$ cat src/rtl/core/assert_macros.svh
// assertion macros shared by the rtl
`ifndef ASSERT_MACROS_SVH
`define ASSERT_MACROS_SVH
// property must hold whenever the condition is true
`define ASSERT_IMPLY(lbl, clk, rst_n, cond, prop) \
    lbl: assert property (@(posedge clk) disable iff (!rst_n) (cond) |-> (prop)) \
        else $error("assertion failed");
// property must hold in the cycle after the condition
`define ASSERT_NEXT(lbl, clk, rst_n, cond, prop) \
    lbl: assert property (@(posedge clk) disable iff (!rst_n) (cond) |=> (prop)) \
        else $error("assertion failed");
`endif

$ cat src/rtl/core/sltk_pkg.sv
// shared types and constants for the shadow light selector
package sltk_pkg;
    localparam int MaxShadowed = 8;
    localparam int MaxLights   = 1024;
    localparam int IdxW        = $clog2(MaxLights);
    localparam int SlotW       = $clog2(MaxShadowed);
    localparam int CntW        = $clog2(MaxShadowed + 1);
    localparam int ScoreW      = 48;
    localparam int SqW         = 50;
    localparam int DistW       = 25;
    localparam int RatioW      = 24;
    localparam int QuotW       = 40;
    localparam logic [24:0] MinPrio  = 25'd64;
    localparam logic [1:0]  RegCamX = 2'd0;
    localparam logic [1:0]  RegCamY = 2'd1;
    localparam logic [1:0]  RegCamZ = 2'd2;

    // controller to datapath commands
    typedef struct packed {
        logic load;       // capture item, start squares
        logic sq_step;    // accumulate one square
        logic sqrt_init;
        logic sqrt_step;
        logic div_init;
        logic div_step;
        logic mul_step;   // square the ratio
        logic ins_init;
        logic ins_step;   // compare with one kept entry
        logic ins_write;
        logic cnt_adv;
        logic frame_clr;
        logic emit_load;
        logic emit_adv;
    } sltk_cmd_t;

    // datapath to controller status
    typedef struct packed {
        logic in_view;
        logic final_light;
        logic ins_done;
        logic emit_last;
    } sltk_stat_t;
endpackage

$ cat src/rtl/core/sltk_datapath.sv
// arithmetic units, kept list and result register
module sltk_datapath (
    input  logic                 clk,
    input  logic                 rst_n,
    input  logic                 cfg_valid,
    input  logic [1:0]           cfg_index,
    input  logic [23:0]          cfg_data,
    input  logic                 in_view,
    input  logic signed [23:0]   center_x,
    input  logic signed [23:0]   center_y,
    input  logic signed [23:0]   center_z,
    input  logic [23:0]          bounds_radius,
    input  logic                 final_light,
    input  sltk_pkg::sltk_cmd_t  cmd,
    output sltk_pkg::sltk_stat_t stat,
    output logic [2:0]           shadow_slot,
    output logic [9:0]           chosen_index,
    output logic                 selected,
    output logic                 run_end
);
    import sltk_pkg::*;

    logic signed [23:0] cam_reg [3];
    logic signed [23:0] ctr_reg [3];
    logic [23:0]        rad_reg;
    logic               view_reg, fin_reg;
    logic [1:0]         axis_reg;
    logic [SqW-1:0]     sq_reg, rem_reg, root_reg;
    logic [5:0]         iter_reg;
    logic [QuotW-1:0]   quo_reg;
    logic [DistW:0]     drem_reg;
    logic [DistW-1:0]   prio_reg;
    logic [ScoreW-1:0]  score_reg;
    logic [IdxW-1:0]    lcnt_reg;
    logic [ScoreW-1:0]  kscore_reg [MaxShadowed];
    logic [IdxW-1:0]    kidx_reg [MaxShadowed];
    logic [CntW-1:0]    kcnt_reg;
    logic [CntW-1:0]    pos_reg;
    logic               ins_done;
    logic [CntW-1:0]    eptr_reg;

    // config registers
    always_ff @(posedge clk or negedge rst_n)
    begin
        if (!rst_n)
        begin
            for (int i = 0; i < 3; i++) cam_reg[i] <= '0;
        end
        else if (cfg_valid)
        begin
            case (cfg_index)
                RegCamX: cam_reg[0] <= cfg_data;
                RegCamY: cam_reg[1] <= cfg_data;
                RegCamZ: cam_reg[2] <= cfg_data;
                default: ;
            endcase
        end
    end

    // one square per step
    logic signed [24:0] diff;
    logic [SqW-1:0]     sqr;
    assign diff = 25'(ctr_reg[axis_reg]) - 25'(cam_reg[axis_reg]);
    assign sqr  = SqW'(diff * diff);

    // one root bit per step
    logic [SqW-1:0] trial;
    logic [SqW-1:0] rbit;
    assign rbit  = SqW'(1) << {iter_reg, 1'b0};
    assign trial = root_reg + rbit;

    // prio from root
    logic signed [DistW+1:0] pdiff;
    assign pdiff = $signed({2'b0, root_reg[DistW-1:0]}) - $signed({3'b0, rad_reg});

    // restoring divider, one quotient bit per step
    logic [DistW:0] dshift;
    logic           dbit;
    assign dshift = {drem_reg[DistW-1:0], quo_reg[QuotW-1]};
    assign dbit   = dshift >= {1'b0, prio_reg};

    logic [RatioW-1:0] ratio;
    assign ratio = (|quo_reg[QuotW-1:RatioW]) ? '1 : quo_reg[RatioW-1:0];

    always_ff @(posedge clk)
    begin
        if (cmd.load)
        begin
            ctr_reg[0] <= center_x;
            ctr_reg[1] <= center_y;
            ctr_reg[2] <= center_z;
            rad_reg    <= bounds_radius;
            view_reg   <= in_view;
            fin_reg    <= final_light;
            axis_reg   <= '0;
            sq_reg     <= '0;
        end
        if (cmd.sq_step)
        begin
            sq_reg   <= sq_reg + sqr;
            axis_reg <= axis_reg + 2'd1;
        end
        if (cmd.sqrt_init)
        begin
            rem_reg  <= sq_reg;
            root_reg <= '0;
            iter_reg <= 6'd24;
        end
        if (cmd.sqrt_step)
        begin
            if (rem_reg >= trial)
            begin
                rem_reg  <= rem_reg - trial;
                root_reg <= (root_reg >> 1) + rbit;
            end
            else
                root_reg <= root_reg >> 1;
            iter_reg <= iter_reg - 6'd1;
        end
        if (cmd.div_init)
        begin
            prio_reg <= (pdiff < $signed({2'b0, MinPrio})) ? MinPrio
                                                          : pdiff[DistW-1:0];
            quo_reg  <= {rad_reg, 16'b0};
            drem_reg <= '0;
        end
        if (cmd.div_step)
        begin
            drem_reg <= dbit ? dshift - {1'b0, prio_reg} : dshift;
            quo_reg  <= {quo_reg[QuotW-2:0], dbit};
        end
        if (cmd.mul_step)
            score_reg <= ScoreW'(ratio) * ScoreW'(ratio);
    end

    // kept list insertion: scan for first entry below the score
    assign ins_done = (pos_reg >= kcnt_reg) || (kscore_reg[SlotW'(pos_reg)] < score_reg)
                      || (pos_reg == CntW'(MaxShadowed));
    always_ff @(posedge clk or negedge rst_n)
    begin
        if (!rst_n)
        begin
            lcnt_reg <= '0;
            kcnt_reg <= '0;
            pos_reg  <= '0;
            eptr_reg <= '0;
            for (int i = 0; i < MaxShadowed; i++)
            begin
                kscore_reg[i] <= '0;
                kidx_reg[i]   <= '0;
            end
        end
        else
        begin
            if (cmd.ins_init) pos_reg <= '0;
            if (cmd.ins_step && !ins_done) pos_reg <= pos_reg + CntW'(1);
            if (cmd.ins_write && pos_reg < CntW'(MaxShadowed))
            begin
                for (int k = MaxShadowed - 1; k > 0; k--)
                begin
                    if (CntW'(k) > pos_reg)
                    begin
                        kscore_reg[k] <= kscore_reg[k-1];
                        kidx_reg[k]   <= kidx_reg[k-1];
                    end
                end
                kscore_reg[SlotW'(pos_reg)] <= score_reg;
                kidx_reg[SlotW'(pos_reg)]   <= lcnt_reg;
                if (kcnt_reg < CntW'(MaxShadowed)) kcnt_reg <= kcnt_reg + CntW'(1);
            end
            if (cmd.cnt_adv) lcnt_reg <= lcnt_reg + IdxW'(1);
            if (cmd.emit_load) eptr_reg <= '0;
            if (cmd.emit_adv) eptr_reg <= eptr_reg + CntW'(1);
            if (cmd.frame_clr)
            begin
                lcnt_reg <= '0;
                kcnt_reg <= '0;
            end
        end
    end

    // result fields from the emit pointer
    logic [CntW-1:0] enext;
    assign enext        = eptr_reg + CntW'(1);
    assign selected     = kcnt_reg != '0;
    assign shadow_slot  = 3'(eptr_reg);
    assign chosen_index = selected ? 10'(kidx_reg[SlotW'(eptr_reg)]) : '0;
    assign run_end      = !selected || (enext == kcnt_reg);

    assign stat.in_view     = view_reg;
    assign stat.final_light = fin_reg;
    assign stat.ins_done    = ins_done;
    assign stat.emit_last   = run_end;
endmodule

$ cat src/rtl/core/sltk_ctrl.sv
// sequencing state machine for one light
module sltk_ctrl (
    input  logic                 clk,
    input  logic                 rst_n,
    input  logic                 in_valid,
    output logic                 in_stall,
    output logic                 out_valid,
    input  logic                 out_stall,
    input  sltk_pkg::sltk_stat_t stat,
    output sltk_pkg::sltk_cmd_t  cmd
);
    import sltk_pkg::*;

    typedef enum logic [8:0] {
        S_IDLE = 9'b000000001,
        S_SQ   = 9'b000000010,
        S_SQRT = 9'b000000100,
        S_DIV  = 9'b000001000,
        S_MUL  = 9'b000010000,
        S_INS  = 9'b000100000,
        S_NEXT = 9'b001000000,
        S_EMIT = 9'b010000000,
        S_PRE  = 9'b100000000
    } state_t;

    state_t     state_reg, state_next;
    logic [5:0] cnt_reg, cnt_next;

    always_ff @(posedge clk or negedge rst_n)
    begin
        if (!rst_n)
        begin
            state_reg <= S_IDLE;
            cnt_reg   <= '0;
        end
        else
        begin
            state_reg <= state_next;
            cnt_reg   <= cnt_next;
        end
    end

    assign in_stall  = state_reg != S_IDLE;
    assign out_valid = state_reg == S_EMIT;

    // next state and commands
    always_comb
    begin
        state_next = state_reg;
        cnt_next   = cnt_reg;
        cmd        = '0;
        case (state_reg)
            S_IDLE:
            begin
                if (in_valid)
                begin
                    cmd.load   = 1'b1;
                    cnt_next   = '0;
                    state_next = S_SQ;
                end
            end
            S_SQ:
            begin
                if (!stat.in_view)
                    state_next = S_NEXT;
                else
                begin
                    cmd.sq_step = 1'b1;
                    cnt_next    = cnt_reg + 6'd1;
                    if (cnt_reg == 6'd2)
                        state_next = S_PRE;
                end
            end
            S_PRE:
            begin
                cmd.sqrt_init = 1'b1;
                cnt_next      = '0;
                state_next    = S_SQRT;
            end
            S_SQRT:
            begin
                cmd.sqrt_step = 1'b1;
                cnt_next      = cnt_reg + 6'd1;
                if (cnt_reg == 6'd24)
                begin
                    cnt_next   = '0;
                    state_next = S_DIV;
                end
            end
            S_DIV:
            begin
                if (cnt_reg == 6'd0)
                    cmd.div_init = 1'b1;
                else
                    cmd.div_step = 1'b1;
                cnt_next = cnt_reg + 6'd1;
                if (cnt_reg == 6'(QuotW))
                    state_next = S_MUL;
            end
            S_MUL:
            begin
                cmd.mul_step = 1'b1;
                cmd.ins_init = 1'b1;
                state_next   = S_INS;
            end
            S_INS:
            begin
                cmd.ins_step = 1'b1;
                if (stat.ins_done)
                begin
                    cmd.ins_write = 1'b1;
                    state_next    = S_NEXT;
                end
            end
            S_NEXT:
            begin
                cmd.cnt_adv = 1'b1;
                if (stat.final_light)
                begin
                    cmd.emit_load = 1'b1;
                    state_next    = S_EMIT;
                end
                else
                    state_next = S_IDLE;
            end
            S_EMIT:
            begin
                if (!out_stall)
                begin
                    if (stat.emit_last)
                    begin
                        cmd.frame_clr = 1'b1;
                        state_next    = S_IDLE;
                    end
                    else
                        cmd.emit_adv = 1'b1;
                end
            end
            default: state_next = S_IDLE;
        endcase
    end
endmodule

$ cat src/rtl/core/shadow_light_top_k_select.sv
// Shadow light top-k selector. One light at a time: a visible light passes
// through the accepting idle state, 3 squares, a setup step, 25 root steps,
// the divider setup and steps, one multiply, 1 to 9 list compares and a
// count update; the square root and divider are bit-serial. A light not in
// view goes from the squares state straight to the count update. On the
// final light the kept indices come out one per cycle while out_stall is
// low, in rank order, and no new light is taken meanwhile.
`include "assert_macros.svh"
module shadow_light_top_k_select (
    input  logic               clk,
    input  logic               rst_n,
    input  logic               cfg_valid,
    output logic               cfg_ready,
    input  logic [1:0]         cfg_index,
    input  logic [23:0]        cfg_data,
    input  logic               in_valid,
    output logic               in_stall,
    input  logic               in_view,
    input  logic signed [23:0] center_x,
    input  logic signed [23:0] center_y,
    input  logic signed [23:0] center_z,
    input  logic [23:0]        bounds_radius,
    input  logic               final_light,
    output logic               out_valid,
    input  logic               out_stall,
    output logic [2:0]         shadow_slot,
    output logic [9:0]         chosen_index,
    output logic               selected,
    output logic               run_end
);
    import sltk_pkg::*;

    sltk_cmd_t  cmd;
    sltk_stat_t stat;

    assign cfg_ready = 1'b1;

    sltk_ctrl u_ctrl (
        .clk, .rst_n, .in_valid, .in_stall, .out_valid, .out_stall, .stat, .cmd
    );

    sltk_datapath u_dp (
        .clk, .rst_n, .cfg_valid, .cfg_index, .cfg_data, .in_view, .center_x,
        .center_y, .center_z, .bounds_radius, .final_light, .cmd, .stat,
        .shadow_slot, .chosen_index, .selected, .run_end
    );

    // checks
    `ASSERT_IMPLY(a_no_take_busy, clk, rst_n, out_valid, in_stall)
    `ASSERT_IMPLY(a_empty_ends, clk, rst_n, out_valid && !selected, run_end)
    `ASSERT_NEXT(a_end_idle, clk, rst_n, out_valid && !out_stall && run_end, !out_valid)
endmodule

$ cat config.mk
export PLATFORM = sky130hd
export DESIGN_NAME = shadow_light_top_k_select
export DESIGN_NICKNAME = d
export VERILOG_FILES = /design/src/rtl/core/sltk_pkg.sv /design/src/rtl/core/sltk_datapath.sv /design/src/rtl/core/sltk_ctrl.sv /design/src/rtl/core/shadow_light_top_k_select.sv
export VERILOG_INCLUDE_DIRS = /design/src /design/src/rtl/core
export SDC_FILE = /design/constraint.sdc
export NUM_CORES = 2
export LEC_CHECK = 0
export ABC_AREA = 1
export BUFFER_PORTS_ARGS = -buffer_cell sky130_fd_sc_hd__buf_2
export CAP_MARGIN = 20
export CORE_MARGIN = 2
export CORE_UTILIZATION = 59
export CTS_CLUSTER_DIAMETER = 30
export DETAILED_ROUTE_END_ITERATION = 10
export PLACE_DENSITY = 0.76
export REMOVE_ABC_BUFFERS = 1
export SYNTH_ARGS = -nofsm -noshare
export SYNTH_HDL_FRONTEND = slang
export SYNTH_SLANG_ARGS = --single-unit
$ cat constraint.sdc
create_clock -name clk -period 9.55 [get_ports clk]
set_clock_uncertainty 0.15 [all_clocks]
set_input_delay 2.3875 -clock clk [delete_from_list [all_inputs] [get_ports clk]]
set_output_delay 2.3875 -clock clk [all_outputs]
set_load 0.01 [all_outputs]
### Word level (Yosys, flattened, before mapping)

Memory sizes are Yosys's and may differ from the RTL's. A register that Yosys moved wholly into a read port is not among the register bits.
Cells that the tools add are included.
Widths: inputs -> output; s select.

| word-level totals | value |
|---|---|
| bits in registers | 895 |
| memory bits (writable) | 72 |
| bits of input ports | 129 |
| output and inout bits | 18 |
| logic and storage cells | 237 |
| memories kept | 1 |

Memory list:

| name | words | width | read ports | clocked after memory_dff | wr ports | line | source |
|---|---|---|---|---|---|---|---|
| u_dp.ctr_reg | 3 | 24 | 1 | 1 | 3 | sltk_datapath.sv:24 | `logic signed [23:0] ctr_reg [3];` |

| operators by class | value |
|---|---|
| add/subtract/negate cells | 14 |
| multiply operators | 2 |
| order comparisons | 18 |
| equal/unequal tests | 25 |
| shifts and indexed selects | 1 |
| mux-type cells | 109 |
| bitwise gates (word level) | 3 |
| reductions and logical operators | 27 |

Operator list:

| kind | count |
|---|---|
| $mux 48 | 17 |
| $mux 50 | 8 |
| $bwmux 384 | 1 |
| $mux 10 | 20 |
| $bmux 48 s3 | 1 |
| $demux 48 s3 | 1 |
| $add 50x50->50 | 2 |
| $pmux 9 s9 | 1 |
| $bwmux 80 | 1 |
| $mux 40 | 2 |
| $mux 25 | 3 |
| $mux 24 | 3 |
| $mux 9 | 8 |
| $add 49x50->50 | 1 |
| $ge 50x50->1 | 1 |
| $mul 25x25->50 | 1 |
| $shl 1x7->50 const A | 1 |
| $sub 50x50->50 | 1 |
| $bmux 24 s2 | 1 |
| $lt 48x48->1 | 1 |
| $mul 24x24->48 | 1 |
| $bmux 10 s3 | 1 |
| $demux 10 s3 | 1 |
| $mux 6 | 5 |
| other kinds (57) | 116 |

### Depth between registers and ports, before layout

| depth | value |
|---|---|
| word-level depth | 12 |
| gate-level depth with buffers | 47 |
| mapped depth without buffers | 46 |

### By module

A second synthesis with hierarchy kept.

| unflattened totals | value |
|---|---|
| cells, all modules | 11536 |
| area total of the unflattened synthesis | 95922.0 sq um |

By module, submodules not included:

| module | instances | cells an instance | area an instance (sq um) | sequential area each (sq um) |
|---|---|---|---|---|
| sltk_datapath | 1 | 11329 | 94600.7 | 25254.2 |
| sltk_ctrl | 1 | 205 | 1310.0 | 376.6 |
| shadow_light_top_k_select | 1 | 2 | 11.3 | 0.0 |

### Worst setup path before layout

No wires, ideal clock.

| timing path | value |
|---|---|
| path type | register -> register |
| start point | reg u_dp.axis_reg[0] |
| end point | reg u_dp.sq_reg[49], data pin |
| library setup time | 0.250 ns |
| data arrival time | 8.918 ns |
| required time | 9.150 ns |
| setup slack | 0.232 ns |
| cell stages (with the launch flop) | 39 |
| path buffers | 3 |
| period minus slack after synthesis | 9.318 ns |
| cell sequence | edfxtp_1 > clkbuf_1 > buf_1 > mux2_2 > a22oi_1 > ha_1 > nand2_1 > o21ai_0 > nor2_1 > o21a_1 > xor2_1 > clkinv_1 > clkbuf_1 > nor2_1 > fa_1 > inv_1 > fa_1 > inv_1 > [... 3 more ...] > fa_1 > inv_1 > fa_1 > inv_1 > ha_1 > nand2_1 > nor2_1 > inv_1 > nor2_1 > and3_1 > nand3_1 > nand3_1 > nand2_1 > nand3_1 > xor2_1 > nand3_1 > nand2_1 > nor2_1 |

| on the way | value |
|---|---|
| word-level cells in the longest chain between the ends | 8 |

Ends and longest elaborated chain:

| what | line | source |
|---|---|---|
| start, declared | sltk_datapath.sv:27 | `logic [1:0] axis_reg;` |
| start signal, assigned | sltk_datapath.sv:101 | `axis_reg <= axis_reg + 2'd1;` |
| $not 2->3 (not written as such) | sltk_datapath.sv:63 | `assign diff = 25'(ctr_reg[axis_reg]) - 25'(cam_reg[axis_reg]);` |
| $bmux 24 s2 | sltk_datapath.sv:63 |  |
| $mux 24 (not written as such) (2 in a row) | sltk_datapath.sv:63 |  |
| $sub 24x24->25 | sltk_datapath.sv:63 |  |
| $mul 25x25->50 | sltk_datapath.sv:64 | `assign sqr = SqW'(diff * diff);` |
| $add 50x50->50 | sltk_datapath.sv:100 | `sq_reg <= sq_reg + sqr;` |
| $mux 50 | sltk_datapath.sv:98 | `if (cmd.sq_step)` |
| end signal, assigned | sltk_datapath.sv:100 |  |
| end, declared | sltk_datapath.sv:28 | `logic [SqW-1:0] sq_reg, rem_reg, root_reg;` |

Every way passes these cells. The select of a mux whose other input is x is not followed.
A chain may end at the register's enable or synchronous reset.

### Worst setup path after layout

| timing path | value |
|---|---|
| start point | reg u_dp.axis_reg[0] |
| end point | reg u_dp.sq_reg[44], data pin |

The elaborated chain is that of the path after synthesis.

==> impl_metrics.ini <==
[timing]
rsz0062_at_grt = yes
maxSlewViolCount = 0
worst_pin_slew_ns = 1.14
slew_headroom = 0.233
worst_slack_ns = 0.232
max_freq_mhz = 107
final.period_utilization = 0.976
setup_viol_count_final = 0
hold_violations = 0
min_period_ns = 9.32

[synthesis]
ys_seq_elements = 966
synth_area_mm2 = 0.0950
synth_most_common_cell = inv_1
synthCells = 11400
yosys.area_share.xor_xnor = 0.0232
postSynthAreaPerCell_um2 = 8.31
yosys.cell_types.count = 70
muxShareOfSynthArea = 0.00536
synth_top_area_share = 0.231
seq_area_frac_synth = 0.270
synth_area_leaders = fa_1 (23%), dfrtp_1 (15%), edfxtp_1 (11%)
synth_compound_area_frac = 0.134
yosys.area.top_type = fa_1
synthArstFlopShare = 0.591
ys_warn_count = 0
synth_edf_count = 343
synthFlopType = dfrtp_1
synth_common_cells = inv_1 (2,212), nand2_1 (1,926), fa_1 (1,096)
synth_top_family_by_area = adder cells
synth-simple-area-share = 0.149
synth_fa_ha_area_frac = 0.308

[min_path]
hold_class = reg2reg
holdPathStages = 2

[global_routing]
grt_pass1_vias = 85100
grt_max_degree = 168
grt_overflow = 0
grt_first_pass_wirelength_um = 471000
antenna_found_initial = 7
gr-usage-all-layers = 0.370

[worst_setup_path]
r2r_end = u_dp.sq_reg[44]
cp_max_fo = 14
cp_common_cell = fa_1
crit_path_end = u_dp.sq_reg[44]
rr_startpoint = u_dp.axis_reg[0]
slowest_delay_ns = 0.60
startpoint_type = flip-flop
required_ns = 9.98
cp_slowest_cell = fa_1
critPathTopFamily = adder cells
cp_num_buf_inv = 8
rr_worst_depth = 37
cp.arrival_ns = 9.75
setup.worst_path.start = u_dp.axis_reg[0]
rrSetupSlack_ns = 0.23
path_class = reg2reg
end_kind = flip-flop
cp_num_cells = 37

[cts]
cts.sinks = 966
clock_tree.root_cell = clkbuf_16
clkTransAtPathRegs_ns = 0.05
cts_tree = done
cts_hold_buffers = 0
clk_latency_ns = 0.89
htree_num_levels = 4
cts_made_buffers = 230
cts_buffer_depth = 3

[placed_design]
dp_slack_ns = 0.0581
dp_hpwl_um = 220000
io_buffers = 145
gp_congestion = 0.986

[routing]
wl_per_cell_um = 21.5
drtPass1Iterations = 8
viasPerCell = 5.91
num_vias = 83200
drt-total-wl_um = 302000
drc = 0
drt_iter0_drc = 8339
ant_nets = 0

[layout]
syn2layout_area_growth_pct = 14.3
largest_reg_flops = 382
multiInputGateArea_mm2 = 0.0597
nFillCells = 12700
seq_area_mm2 = 0.0256
nNetsFinal = 13500
layout-drive-gt1-share = 0.0976

[floorplan]
fp.dieW_um = 405
num_rows = 147
pin_count = 147
dieArea_mm2 = 0.164
core_mm2 = 0.160
die_h_um = 405
start_util = 0.593

[flow_run]
drv_cap = 0

[run_status]
status = finished clean
## routing by layer
layer | vias up | GRT usage | wire length, um
met3 | 1176 | 0.0945 | 33400
met5 | - | 0 | 171
li1 | 37200 | - | -
met1 | 40300 | 0.482 | 117000
met4 | 14 | 0.163 | 15400
met2 | 4590 | 0.585 | 137000
## how the worst min path moves through the flow
stage	slack [ns]	start	to
after global placement	0.30	u_dp.kscore_reg[185]	u_dp.kscore_reg[185]
after global routing	0.34	u_dp.kscore_reg[189]	u_dp.kscore_reg[189]
final	0.32	u_dp.kscore_reg[163]	u_dp.kscore_reg[163]
after floorplan	0.29	u_dp.kscore_reg[144]	u_dp.kscore_reg[144]
after CTS	0.32	u_dp.kscore_reg[153]	u_dp.kscore_reg[153]
after detailed placement	0.31	u_dp.kscore_reg[153]	u_dp.kscore_reg[153]
## cell families after synthesis
group / count (synthesis)
simple gates: 3512
buf+inv: 2719
compound gates: 2256
fa+ha+maj: 1685
flops: 966
xor+xnor: 251
mux: 48
other cells: 1
## cell type report
| cell class | instances | area share |
|---|---|---|
| Clock buffer | 280 | 0.0578 |
| Tap cell | 2160 | 0.0249 |
| Clock inverter | 154 | 0.0188 |
| Timing Repair Buffer | 484 | 0.0339 |
| Multi-Input combinational cell | 7753 | 0.550 |
| Antenna cell | 2 | 0.0000461 |
| Inverter | 2277 | 0.0788 |
| Sequential cell | 966 | 0.236 |
## cell usage in the layout, fill, tap and decap left out, types with 34 or more instances in the layout
cell        instances
a21o_1             40
a21oi_1           513
a221oi_1           50
a22oi_1            49
a31oi_1            50
buf_2             144
buf_4             301
clkbuf_16         234
clkinv_1           60
clkinvlp_4         34
dfrtp_1           570
dfxtp_1            52
edfxtp_1          343
fa_1             1090
ha_1              577
inv_1            2196
nand2_1          1901
nand3_1           366
nand4_1            43
nor2_1            947
nor2_2             51
nor3_1             55
o2111ai_1          38
o211ai_1           37
o21a_1             43
o21ai_0           926
o21ai_1            79
o22ai_1           309
or2_2              35
xnor2_1           113
xor2_1            133
## metrics by stage
stage	util	hold slack [ns]	std cells	instance area (um2)	TNS (ns)
2_1_floorplan	-	0.292	11000	93200	-18.23
5_1_grt	0.678	0.338	14100	109000	-0.646
3_5_place_dp	0.620	0.308	13600	99400	0
3_3_place_gp	0.620	0.304	13600	99400	0
4_1_cts	0.672	0.318	14000	108000	0
6_report	0.678	0.319	14100	109000	0
## worst min-delay path: cells and delay by family, from the launching register on
kind	cells	cell delay, ns
flip-flops	1	0.34
AND/OR/NAND/NOR	2	0.10
## timing repair
| item | 4_1_cts | 5_1_grt |
|---|---|---|
| setup endpoints to repair | 2 | 25 |
| setup buffers | 0 | 27 |
| cloned | 0 | 2 |
| gates resized for setup | 3 | 187 |
| pin swaps | 0 | 33 |
| hold endpoints to repair | 0 | 0 |
Power is left out: the tool's default activity adds up to more than one toggle a clock period on the data nets, which glitch-free logic cannot reach.
